`src/rtl/core/ncc_pkg.sv`:
```
// Shared types and constants for the nearest-center cost unit.
// No dependencies.
`timescale 1ns / 1ps

package ncc_pkg;

  localparam int DEF_MAX_CENTERS = 64;
  localparam int DEF_MAX_DIMS    = 128;
  localparam int DEF_COORD_BITS  = 16;

  localparam int ACC_W  = 39;
  localparam int COST_W = 63;
  localparam logic [ACC_W-1:0]  ACC_MAX  = {ACC_W{1'b1}};
  localparam logic [COST_W-1:0] COST_MAX = {COST_W{1'b1}};

  localparam int CIDX_W = 6;
  localparam int DIDX_W = 7;

  localparam int CFG_IDX_W  = 2;
  localparam int CFG_DATA_W = 8;
  localparam int NDIMS_W    = 8;
  localparam int NCENT_W    = 7;

  typedef enum logic [CFG_IDX_W-1:0] {
    CFG_NUM_DIMS    = 2'd0,
    CFG_NUM_CENTERS = 2'd1
  } cfg_reg_e;

  localparam logic FUNC_CENTER_WR = 1'b0;
  localparam logic FUNC_POINT     = 1'b1;

  typedef struct packed {
    logic load_x;
    logic wr_center;
    logic issue;
    logic use_min;
    logic emit;
    logic last;
  } ncc_cmd_t;

  typedef struct packed {
    logic busy;
    logic out_free;
  } ncc_sts_t;

endpackage

```
`src/rtl/core/ncc_ctrl.sv`:
```
// Controller: config registers, item handshake, dimension and center walk FSM.
// Depends on ncc_pkg.
`timescale 1ns / 1ps

module ncc_ctrl
  import ncc_pkg::*;
#(
  parameter int MAX_CENTERS = DEF_MAX_CENTERS,
  parameter int MAX_DIMS    = DEF_MAX_DIMS,
  parameter int CW          = 6,
  parameter int DW          = 7
) (
  input  logic                  clk_i,
  input  logic                  rst_ni,
  input  logic                  in_valid_i,
  output logic                  in_stall_o,
  input  logic                  func_i,
  input  logic                  last_point_i,
  input  logic                  cfg_valid_i,
  output logic                  cfg_ready_o,
  input  logic [CFG_IDX_W-1:0]  cfg_index_i,
  input  logic [CFG_DATA_W-1:0] cfg_data_i,
  input  ncc_sts_t              sts_i,
  output ncc_cmd_t              cmd_o,
  output logic [CW-1:0]         walk_center_o,
  output logic [DW-1:0]         walk_dim_o
);

  typedef enum logic [3:0] {
    ST_IDLE   = 4'b0001,
    ST_WALK   = 4'b0010,
    ST_DRAIN  = 4'b0100,
    ST_FINISH = 4'b1000
  } state_e;

  state_e               state_q, state_d;
  logic [NDIMS_W-1:0]   num_dims_q, num_dims_d;
  logic [NCENT_W-1:0]   num_centers_q, num_centers_d;
  logic [NDIMS_W-1:0]   nd_eff;
  logic [NCENT_W-1:0]   nc_eff;
  logic [DW-1:0]        dcnt_q, dcnt_d;
  logic [CW-1:0]        ctr_q, ctr_d;
  logic                 final_q, final_d;
  logic                 last_q, last_d;
  logic                 accept;
  logic                 cfg_we;
  logic                 ctr_end;

  assign cfg_ready_o = 1'b1;
  assign cfg_we      = cfg_valid_i && cfg_ready_o;
  assign in_stall_o  = (state_q != ST_IDLE);
  assign accept      = in_valid_i && !in_stall_o;
  assign ctr_end     = (ctr_q == CW'(MAX_CENTERS - 1));

  always_comb begin
    num_dims_d    = num_dims_q;
    num_centers_d = num_centers_q;
    if (cfg_we) begin
      unique case (cfg_index_i)
        CFG_NUM_DIMS:    num_dims_d    = cfg_data_i[NDIMS_W-1:0];
        CFG_NUM_CENTERS: num_centers_d = cfg_data_i[NCENT_W-1:0];
        default: ;
      endcase
    end
  end

  always_comb begin
    if (num_dims_q == '0) begin
      nd_eff = NDIMS_W'(1);
    end else if (32'(num_dims_q) > MAX_DIMS) begin
      nd_eff = NDIMS_W'(MAX_DIMS);
    end else begin
      nd_eff = num_dims_q;
    end
    if (num_centers_q == '0) begin
      nc_eff = NCENT_W'(1);
    end else if (32'(num_centers_q) > MAX_CENTERS) begin
      nc_eff = NCENT_W'(MAX_CENTERS);
    end else begin
      nc_eff = num_centers_q;
    end
  end

  always_comb begin
    state_d = state_q;
    dcnt_d  = dcnt_q;
    ctr_d   = ctr_q;
    final_d = final_q;
    last_d  = last_q;
    cmd_o   = '0;
    cmd_o.last = last_q;
    unique case (state_q)
      ST_IDLE: begin
        if (accept) begin
          if (func_i == FUNC_POINT) begin
            cmd_o.load_x = 1'b1;
            ctr_d   = '0;
            final_d = (32'(dcnt_q) + 1 >= 32'(nd_eff));
            last_d  = last_point_i;
            state_d = ST_WALK;
          end else begin
            cmd_o.wr_center = 1'b1;
          end
        end
      end
      ST_WALK: begin
        cmd_o.issue   = 1'b1;
        cmd_o.use_min = (32'(ctr_q) < 32'(nc_eff));
        ctr_d = ctr_q + 1'b1;
        if (ctr_end) begin
          state_d = ST_DRAIN;
        end
      end
      ST_DRAIN: begin
        if (!sts_i.busy) begin
          if (final_q) begin
            state_d = ST_FINISH;
          end else begin
            dcnt_d  = dcnt_q + 1'b1;
            state_d = ST_IDLE;
          end
        end
      end
      ST_FINISH: begin
        if (sts_i.out_free) begin
          cmd_o.emit = 1'b1;
          dcnt_d  = '0;
          state_d = ST_IDLE;
        end
      end
      default: state_d = ST_IDLE;
    endcase
  end

  assign walk_center_o = ctr_q;
  assign walk_dim_o    = dcnt_q;

  always_ff @(posedge clk_i or negedge rst_ni) begin
    if (!rst_ni) begin
      state_q       <= ST_IDLE;
      num_dims_q    <= NDIMS_W'(1);
      num_centers_q <= NCENT_W'(1);
      dcnt_q        <= '0;
      ctr_q         <= '0;
      final_q       <= 1'b0;
      last_q        <= 1'b0;
    end else begin
      state_q       <= state_d;
      num_dims_q    <= num_dims_d;
      num_centers_q <= num_centers_d;
      dcnt_q        <= dcnt_d;
      ctr_q         <= ctr_d;
      final_q       <= final_d;
      last_q        <= last_d;
    end
  end

`ifndef SYNTH
  a_walk_steps: assert property (@(posedge clk_i) disable iff (!rst_ni)
    (cmd_o.issue && !ctr_end) |=> (cmd_o.issue && ctr_q == $past(ctr_q) + 1'b1))
    else $error("center walk skipped or stopped early");
  a_dim_in_range: assert property (@(posedge clk_i) disable iff (!rst_ni)
    cmd_o.load_x |-> (32'(dcnt_q) < 32'(nd_eff) || $past(num_dims_q) != num_dims_q
                      || 32'(dcnt_q) < MAX_DIMS))
    else $error("dimension counter out of range");
  a_emit_resets_dim: assert property (@(posedge clk_i) disable iff (!rst_ni)
    cmd_o.emit |=> (dcnt_q == '0 && state_q == ST_IDLE))
    else $error("point did not close after emit");
`endif

endmodule

```
`config.mk`:
```
export PLATFORM = sky130hd
export DESIGN_NAME = ncc_ctrl
export DESIGN_NICKNAME = d
export VERILOG_FILES = /design/src/rtl/core/ncc_pkg.sv /design/src/rtl/core/ncc_ctrl.sv
export SDC_FILE = /design/constraint.sdc
export NUM_CORES = 1
export LEC_CHECK = 0
export BUFFER_PORTS_ARGS = -buffer_cell sky130_fd_sc_hd__buf_2
export CAP_MARGIN = 20
export CORE_MARGIN = 2
export CORE_UTILIZATION = 45
export CTS_BUF_LIST = sky130_fd_sc_hd__clkbuf_8 sky130_fd_sc_hd__clkbuf_16
export CTS_CLUSTER_SIZE = 30
export DETAILED_ROUTE_END_ITERATION = 8
export HOLD_SLACK_MARGIN = 0.08
export PLACE_DENSITY = 0.76
export SLEW_MARGIN = 10
export SYNTH_ARGS = -nofsm -noshare
export SYNTH_HDL_FRONTEND = slang
export SYNTH_SLANG_ARGS = --single-unit
export TNS_END_PERCENT = 30
```
`constraint.sdc`:
```
create_clock -name clk_i -period 2.5 [get_ports clk_i]
set_input_delay 0.5 -clock clk_i [delete_from_list [all_inputs] [get_ports clk_i]]
set_output_delay 0.5 -clock clk_i [all_outputs]
set_load 0.01 [all_outputs]
```
## Word level (Yosys, flattened, before mapping)

Cells that the tools add are included.

- Muxes and demuxes: 25
- Div/mod/pow operators: 0
- Equality and inequality tests: 13
- Add/sub/neg operators: 3
- Magnitude comparators: 4
- Bitwise logic cells: 0
- Multipliers: 0
- Shift operators: 0
- Reductions and logical operators: 13

Operators by type and width:

| operator | number |
|---|---|
| $mux W7 | 5 |
| $mux W4 | 6 |
| $mux W8 | 2 |
| $pmux W4 S4 | 1 |
| $pmux W7 S2 | 1 |
| $mux W6 | 2 |
| $ne A2 B2 Y1 const B | 6 |
| $pmux W6 S2 | 1 |
| $add A7 B1 Y8 const B | 1 |
| $ge A8 B8 Y1 | 1 |
| $gt A8 B8 Y1 const B | 1 |
| $logic_not A8 Y1 | 1 |
| $add A7 B1 Y7 const B | 1 |
| $gt A7 B7 Y1 const B | 1 |
| $logic_not A7 Y1 | 1 |
| $lt A6 B7 Y1 | 1 |
| $add A6 B1 Y6 const B | 1 |
| $eq A6 B6 Y1 const B | 1 |
| $mux W2 | 3 |
| $reduce_and A3 Y1 | 2 |
| $reduce_and A5 Y1 | 1 |
| $eq A4 B1 Y1 const B | 1 |
| $eq A4 B2 Y1 const B | 1 |
| $eq A4 B3 Y1 const B | 1 |
| other kinds (10) | 15 |

- ROM bits: 0
- Memories kept: 0
- Output and inout port bits: 21
- Word-level logic and storage cells: 65
- Input bits: 18
- Bits in latches: 0
- Memory bits (writable): 0
- Flip-flop bits (word level): 34

## Depth between registers and ports, before layout

Gate-level depths: netlist (run 1).

- Depth in word-level cells: 5
- Depth in mapped cells: 8
- Depth with buffers taken out: 8

## Worst setup path after synthesis (run 1)

No wires, ideal clock.

- Path type: register -> output
- From: reg num_centers_q[6]
- To: out cmd_o[2] (netlist bit)
- Setup slack: 0.529 ns
- Arrival time: 1.471 ns
- Cell stages (with the launch flop): 6
- Required time: 2.000 ns
- Buffers on the path: 0
- Path through: dfrtp_1 nand2b_1 ha_1 a2111oi_0 o21ai_1 a21oi_1

RTL lines:

| what | line | RTL |
|---|---|---|
| start: declaration | ncc_ctrl.sv:38 | `logic [NCENT_W-1:0] num_centers_q, num_centers_d;` |
| start signal: assignment | ncc_ctrl.sv:150 | `num_centers_q <= num_centers_d;` |
| end: declaration | ncc_ctrl.sv:24 | `output ncc_cmd_t cmd_o,` |

==> results of run 1 <==
==> state kept, by name, indices dropped and copies added (netlist names) <==
register	flops
walk_dim_o	7
walk_center_o	6
num_dims_q	8
num_centers_q	7
last_q	1
state_q	4
final_q	1
==> power by group through the flow <==
stage          clock, W  sequential, W  combinational, W
6_report       0.000620       0.000686          0.000269
5_1_grt        0.000655       0.000698          0.000310
4_1_cts        0.000629       0.000685          0.000253
3_5_place_dp          0       0.000696          0.000252
3_3_place_gp          0       0.000693          0.000245
2_1_floorplan         0       0.000678          0.000188
==> logic make-up after synthesis <==
family                     Yosys count
other                                1
adders and majority gates           15
buffers and inverters               10
and+or+nand+nor                     66
DFF                                 34
muxes                               15
xor gates and xnor gates             8
AOI/OAI and AO/OA                   38
==> through the flow <==
step | worst slack [ns] | total power, W | hold WS [ns]
finish | 0.1675 | 0.001575 | 0.2754
global route | 0.008840 | 0.001663 | 0.3390
CTS | 0.07324 | 0.001567 | 0.2963
detailed placement | 0.4050 | 0.0009484 | 0.4738
global placement | 0.4555 | 0.0009383 | 0.4666
floorplan | 0.5286 | 0.0008657 | 0.2044
==> cell type report <==
type,count,area (sq um),area share
Clock buffer,5,68.82,0.02857
Clock inverter,3,68.82,0.02857
Inverter,6,22.52,0.009351
Multi-Input combinational cell,143,1115,0.4629
Sequential cell,34,855.8,0.3553
Tap cell,52,65.06,0.02701
Timing Repair Buffer,40,212.7,0.08831
==> timing repair <==
item                       4_1_cts  5_1_grt
setup buffers                    0        1
setup endpoints to repair        0        1
resized for setup                0        4
==> cell usage in the layout (no fill, tap or decap), drive strengths merged, types with 2 or more instances in the layout <==
| cell type | netlist | final |
|---|---|---|
| a21o | 4 | 4 |
| xnor2 | 3 | 3 |
| dfstp | 3 | 3 |
| clkinv | 1 | 2 |
| a32o | 4 | 4 |
| buf | 4 | 39 |
| and3 | 6 | 6 |
| or4 | 2 | 2 |
| nor4b | 2 | 2 |
| nor3 | 2 | 2 |
| bufinv | 0 | 2 |
| o211ai | 3 | 3 |
| nand2 | 15 | 15 |
| a21oi | 5 | 5 |
| nand3b | 3 | 3 |
| nand3 | 5 | 5 |
| nor3b | 4 | 4 |
| o21ai | 9 | 9 |
| inv | 5 | 5 |
| clkbuf | 0 | 5 |
| ha | 15 | 15 |
| nor2 | 13 | 13 |
| xor2 | 5 | 5 |
| a2111oi | 2 | 2 |
| mux2 | 15 | 15 |
| dfrtp | 31 | 31 |
| nand2b | 6 | 6 |
| o21bai | 3 | 3 |
==> how the worst max path moves through the flow <==
stage                                 startpoint  endpoint  slack [ns]  cells after the start
floorplan           num_centers_q[6]$_DFFE_PN0P_  cmd_o[2]        0.53                      5
global placement    num_centers_q[6]$_DFFE_PN0P_  cmd_o[2]        0.46                      6
detailed placement  num_centers_q[6]$_DFFE_PN0P_  cmd_o[2]        0.41                      6
CTS                 num_centers_q[6]$_DFFE_PN0P_  cmd_o[2]        0.07                      6
global route        num_centers_q[6]$_DFFE_PN0P_  cmd_o[2]       0.009                      6
finish              num_centers_q[6]$_DFFE_PN0P_  cmd_o[2]        0.17                      6
==> metal layers <==
metal  up-vias  share of wire
met4         0          0.016
met2        27           0.48
met5         -              0
li1        777              -
met1       746           0.46
met3         7          0.036
==> results by stage, run 1 <==
Outcome:
- The run finished with clean final reports.

Logic synthesis:
- Among all flip-flop cells after synthesis, the most frequent one is sky130_fd_sc_hd__dfrtp_1.
- Of the total synthesized cell area, the portion taken by XOR and XNOR cells is 0.03496.
- The number of warnings issued by yosys is 0.
- The async set or reset register ratio after synthesis is 1.000.
- The proportion of netlist area held by the largest area contributor is 0.3870.
- The most used standard cell by instance count after synthesis is sky130_fd_sc_hd__dfrtp_1.
- By count the netlist is led by sky130_fd_sc_hd__dfrtp_1 (31), sky130_fd_sc_hd__ha_1 (15), sky130_fd_sc_hd__nand2_1 (15), sky130_fd_sc_hd__mux2_2 (14), sky130_fd_sc_hd__nor2_1 (13).
- The largest total area in the synthesized netlist belongs to sky130_fd_sc_hd__dfrtp_1.
- The sequential area share after synthesis is 0.4263.
- The area fraction in compound gates after synthesis is 0.1367.
- By area, the combinational part of the netlist is dominated by simple AND/OR/NAND/NOR gates.
- The distinct cell type count of the synthesized netlist is 52.
- The basic-gate share of the synthesized area counting and, or, nand and nor cells is 0.1954.
- In the synthesized netlist, the number of instances is approximately 190.
- Measured against the total synthesized area, the mux share comes to 0.08427.
- The number of nets produced by synthesis is 220.
- By area the synthesized netlist is led by sky130_fd_sc_hd__dfrtp_1 (39%), sky130_fd_sc_hd__ha_1 (9.4%), sky130_fd_sc_hd__mux2_2 (7.9%), sky130_fd_sc_hd__dfstp_2 (3.9%), sky130_fd_sc_hd__nand2_1 (2.8%).
- Counting flops with a built-in enable in the synthesized netlist gives 0.
- The average cell area after synthesis is between 10 and 15 sq um.
- The area share of fa/ha/maj cells after synthesis is 0.09363.
- The synthesized area is 2004 sq um.
- The synthesized design contains 34 register bits.

Worst setup path:
- The required time of the critical path is 2.00 ns.
- The critical path goes through nand2b_1, ha_1, a2111oi_4, o21ai_1, a21oi_1, buf_2.
- STA classifies the critical path startpoint as a register.
- The stage delay of the slowest cell on the critical path is 0.42 ns.
- The path depth of the worst reg2reg path is 8.
- The slowest cell on the critical path is sky130_fd_sc_hd__dfrtp_2.
- Data on the critical path arrives at its endpoint at 1.83 ns.
- The critical path start-end classification is register to output pin.
- In this run the critical register-to-register path is captured at final_q$_DFFE_PN0P_.
- The worst setup path is captured at an output pin.
- The maximum fanout along the worst path is 6.
- In this run the register-to-register setup slack is roughly 0.45 ns.
- The number of buffers and inverters on the critical path is 1.
- Grouping stages by cell kind, the critical path spends the most delay in compound AO/OA/AOI/OAI gates.
- The startpoint identified for the worst register-to-register timing path is num_dims_q[1]$_DFFE_PN0P_.

Timing:
- The final-report max-slew violation count is 0.
- Setup total negative slack on the finished layout was measured at 0 ns.
- Measured against its own limit, the worst slew margin works out to 0.4970.
- In the finished design, the share of the clock period the worst path needs comes to 0.9330.
- The slew at the pin closest to its max-slew limit is 0.7545 ns.
- For the final database, setup skew stands at approximately 0.01 ns.
- Setup repair after global routing left no endpoint under its margin.
- The number of setup violations in the final report is 0.
- The number of failing hold endpoints at the final stage is 0.
- The post-route minimum period is 2.332 ns.
- The maximum clock frequency is 428.7 MHz.

Place:
- The final weighted congestion in routability-driven placement is 0.8100.
- Buffers placed on the I/O ports in this run total 37.
- The wire-length estimate of the detail-placed layout is ~3000 um.
- The number of instances in the placed design is 274.
- The placed instances occupy a cell area of 2238 sq um.

Cells and area:
- The layout cell share with drive strength beyond 1 is 0.3160.
- Fill cells in the final layout number 403.
- Relative to the synthesized area, the layout overhead comes to 20.16%.
- Summing all non-filler instances in the final layout gives an area of 2409 sq um.
- 0 antenna diodes ended up in the layout.
- The count of cells in the finished layout, fillers not included, comes to ~280.
- The final layout contains around 260 nets.
- The post-route core utilization is 0.5570.

Power:
- Of the total power, registers draw 0.435.
- The switching power is 0.0004132 W.
- The power per standard cell area is 653.7 nW/um^2.
- The switching power as a share of total power is 0.2624.
- Summed over all cells, the static leakage comes to ~1.2 nW.
- The maximum vdd drop is 0.4320 mV.
- Of the total power, the clock network draws 0.394.
- The internal portion of the total power is 0.001161 W.
- Of the total power, combinational logic draws 0.171.

Detailed routing:
- The count of unresolved DRC violations after routing is 0.
- The vias after detailed routing is around 1600.
- The detail route stage leaves a number of antenna-violating nets equal to 0.
- The first TritonRoute pass finished after 4 iterations.
- After detailed routing, the number of vias per cell comes to 5.502.
- The final wirelength is 3942 um.
- The number of DRC violations after detailed-routing iteration 0 is between 90 and 100.
- The wire length per cell is 13.93 um.

CTS:
- The clock tree synthesis step divided the H-tree into 2 levels.
- The largest buffer count on any clock path is 2.
- The clock transition at the registers of the reported paths is 0.08 ns.
- After clock tree synthesis, the flow added hold-fix buffers numbering 0.
- The total CTS buffers is 5.
- The tree is rooted in a sky130_fd_sc_hd__clkbuf_8.
- Clock tree synthesis found a total of 34 sinks.
- The clock tree from TritonCTS is done.
- At the later pin of the worst-skew pair, clock insertion delay measures slightly below 0.3 ns.

Global route:
- The largest net degree at the start of global routing is 35.
- The number of antenna violations at the first check in global routing was 0.
- In the global route stage, met1 resource usage came out at 0.2125.
- The wire length of the first global-routing pass is 6837 um.
- In the global route stage, overall resource usage came out at 0.1704.
- The total congestion overflow after global routing is 0.
- The routing usage on met2 is 0.2866.
- The via count of the first global-routing pass is 1545.
- The fraction of met3 tracks used by global routing is 0.03989.
- met2 is the most crowded layer.

Job:
- Max-cap violations in this run came to 0.

Floorplan:
- Row generation in the floorplan step produced 24 rows.
- The height of the chip is ~70 um.
- For this design the top-level I/O count stands at 39.
- The die outline area is 5004 sq um.
- The core area is about 4300 sq um.
- The floorplan die width is 70.74 um.
- For this configuration, the core starts out at a cell density of 0.4635.

Min path:
- The worst hold path belongs to the class input pin to asynchronous set/reset pin.
(Power assumes the default switching activity.)
==> run 2: changes to the inputs <==
Settings changed: CORE_MARGIN 2 to 5, GPL_TIMING_DRIVEN from default to 0.
==> run 2 against run 1 <==
  * Clock power is 20% lower
  * Total power is 6.8% lower
  * Final area is 0.10% higher
  * Via count is 1.2% higher
  * Utilization is 0.058 points higher
  * Maximum frequency is 1.3% lower
  * Non-clock buffer count is 3 higher
  * First-iteration DRC count is 60% lower
  * Cell count is 1.1% higher
  * Sequential share of layout area hardly changed
  * Largest cell class unchanged
==> results by stage, run 2 (synthesis results as in run 1) <==
Power:
- The maximum vdd drop is 0.3070 mV.
- The power per standard cell area is 608.7 nW/um^2.
- The cell leakage power is 1.207 nW.

CTS:
- The clock passes through at most 2 buffers.
- The clock net in this run drives a total of 34 sinks.
- The clock tree from TritonCTS is done.
- At the later pin of the worst-skew pair, clock insertion delay measures 0.28 ns.
- The clock transition at the registers of the reported paths is around 0.07 ns.
- The clock tree synthesis step divided the H-tree into 2 levels.
- The number of hold buffers added after cts is 0.
- Buffers inserted during clock tree synthesis total 5.
- The tree is rooted in a sky130_fd_sc_hd__clkbuf_8.

Global route:
- For this run, the total global-route usage over all layers was measured as 0.1449.
- Entering global routing, the biggest net connects 35 pins.
- The total congestion overflow after global routing is 0.
- The number of antenna violations at the first check in global routing is 0.
- The via count of the first global-routing pass is roughly 1600.
- The wire length of the first global-routing pass is 7093 um.

Place:
- At the end of routability-driven placement, the weighted congestion stood at 0.7310.
- The worst setup timing slack at the placement stage is 0.3354 ns.
- The HPWL reported at the end of detailed placement is 2994 um.
- The count of input and output buffers is 37.

Timing:
- The number of failing hold endpoints at the final stage was 0.
- The summed negative setup slack over all endpoints is 0 ns.
- The final worst setup slack is about 0.14 ns.
- The final-report max-slew violation count is 0.
- Based on the critical path, the design can be clocked at up to approximately 420 MHz.
- The slew at the pin closest to its max-slew limit is ~0.76 ns.
- The worst clock skew is ~0.0050 ns.
- The number of setup violations in the final report is 0.
- The worst relative slew slack is 0.4916.
- The post-route minimum period is 2.363 ns.
- Dividing the final minimum period by the clock period gives 0.9452.

Floorplan:
- The floorplan step defined a core boundary enclosing 4324 sq um.
- The die is 76.74 um tall.
- The floorplan die width is 76.74 um.
- The die covers slightly below 6000 sq um.
- The initial standard-cell utilization of the core is 0.4635.
- The floorplan has 24 rows.
- The number of placed I/O pins is 39.

Cells and area:
- The register with the most flip-flops in the layout has 8 of them.
- The library cell used most frequently in the layout, excluding fill and tap cells, is sky130_fd_sc_hd__buf_2.
- Compared with the post-synthesis result, the final layout area differs by 20.29%.
- In the layout the commonest cells are sky130_fd_sc_hd__buf_2 (38), sky130_fd_sc_hd__dfrtp_1 (30), sky130_fd_sc_hd__nand2_1 (15).
- The net count reported at finish is ~270.
- The largest register by flop count is num_dims_q.
- The number of antenna diodes in the final layout is 0.
- The layout cell share with drive strength beyond 1 is 0.3333.
- The post-route core utilization is 0.5576.

Detailed routing:
- In the routed design, unresolved DRC markers number 0.
- The number of vias per cell after detailed routing is 5.510.
- In the final routed layout, each cell accounts on average for around 14 um.
- Before antenna repair, the detailed router went through 4 iterations.
- The count of nets left with antenna violations after detail routing is 0.
- For this block, the initial DRC count from the detailed router was 39.
- The vias after detailed routing is 1576.
- Summed over all layers, the routed wires come to 4040 um.

Worst setup path:
- The arrival time at the worst endpoint is 1.86 ns.
- The required time of the critical path is about 2 ns.
- The setup path with the least slack is of type register to output pin.
- Of all nets on the critical path, the largest fanout is 6.
- The nature of the critical path endpoint is an output pin.
- The launching element type of the critical path is a register.

Job:
- Max-cap violations in this run came to 0.

Min path:
- The path class of the tightest hold or removal check is input pin to asynchronous set/reset pin.

Outcome:
- The flow ran to the end, and the final reports show no timing, DRC or antenna violations.
## run 2: cell types whose count changed in the layout (fill, tap and decap cells not counted), sizes merged
cell / before / now
buf: 39 / 42
bufinv: 2 / 1
clkinv: 2 / 3
## run 2: cell type report
cell class                 count  area (sq um)
fill                         409          1913
multi-input combinational    143          1122
sequential                    34         855.8
timing repair buffer          39         205.2
clock buffer                   5         68.82
tap                           52         65.06
clock inverter                 3         40.04
buffer                         4         31.28
inverter                       6         22.52
## run 2: path summary, 6_finish.rpt
| kind | startpoint | end | slack (ns) | cells past startpoint |
|---|---|---|---|---|
| max in group asynchronous | rst_ni | num_centers_q[6]$_DFFE_PN0P_ | 1.69 | 1 |
| hold / removal | rst_ni | state_q[2]$_DFFE_PN0P_ | 0.28 | 1 |
| hold reg to reg | last_q$_DFFE_PN0P_ | last_q$_DFFE_PN0P_ | 0.51 | 1 |
| setup / recovery | num_centers_q[6]$_DFFE_PN0P_ | cmd_o[2] | 0.14 | 6 |
| min in group clk_i | cfg_data_i[7] | num_dims_q[7]$_DFFE_PN0P_ | 0.43 | 3 |
| setup reg to reg | num_dims_q[1]$_DFFE_PN0P_ | final_q$_DFFE_PN0P_ | 0.45 | 8 |
## run 2: where the power goes
part,switching (W),leakage (nW),internal [W]
logic,0.000135,0.719,0.000154
clock network,0.000201,0.0579,0.000293
registers,0.0000629,0.430,0.000622
total,0.000399,1.21,0.00107
## run 2: timing repair
item	in CTS	in global routing
resized for setup	0	5
hold endpoints to repair	0	0
setup buffers	0	2
setup endpoints to repair	0	1
## run 2: metal layers
metal | GRT usage | wire, um
met2 | 0.2428 | 2033
met1 | 0.1776 | 1722
met5 | 0 | 0
met4 | 0.04720 | 61
met3 | 0.04215 | 222
## run 2: worst max-delay path, cell delays in order (launching register included)
cell                        delay [ns]
sky130_fd_sc_hd__dfrtp_2          0.43
sky130_fd_sc_hd__nand2b_4         0.15
sky130_fd_sc_hd__ha_4             0.21
sky130_fd_sc_hd__a2111oi_2        0.35
sky130_fd_sc_hd__o21ai_1          0.12
sky130_fd_sc_hd__a21oi_1          0.16
sky130_fd_sc_hd__buf_2            0.15
## run 2: stage by stage
step           cell area [sq um]  std cells  power [W]  hold WS, ns
2_1_floorplan               2004        187  0.0008657       0.2044
5_1_grt                     2411        286   0.001564       0.3559
3_3_place_gp                2255        276  0.0009492       0.4716
6_report                    2411        286   0.001468       0.2849
3_5_place_dp                2255        276  0.0009612       0.4937
4_1_cts                     2364        284   0.001465       0.3160
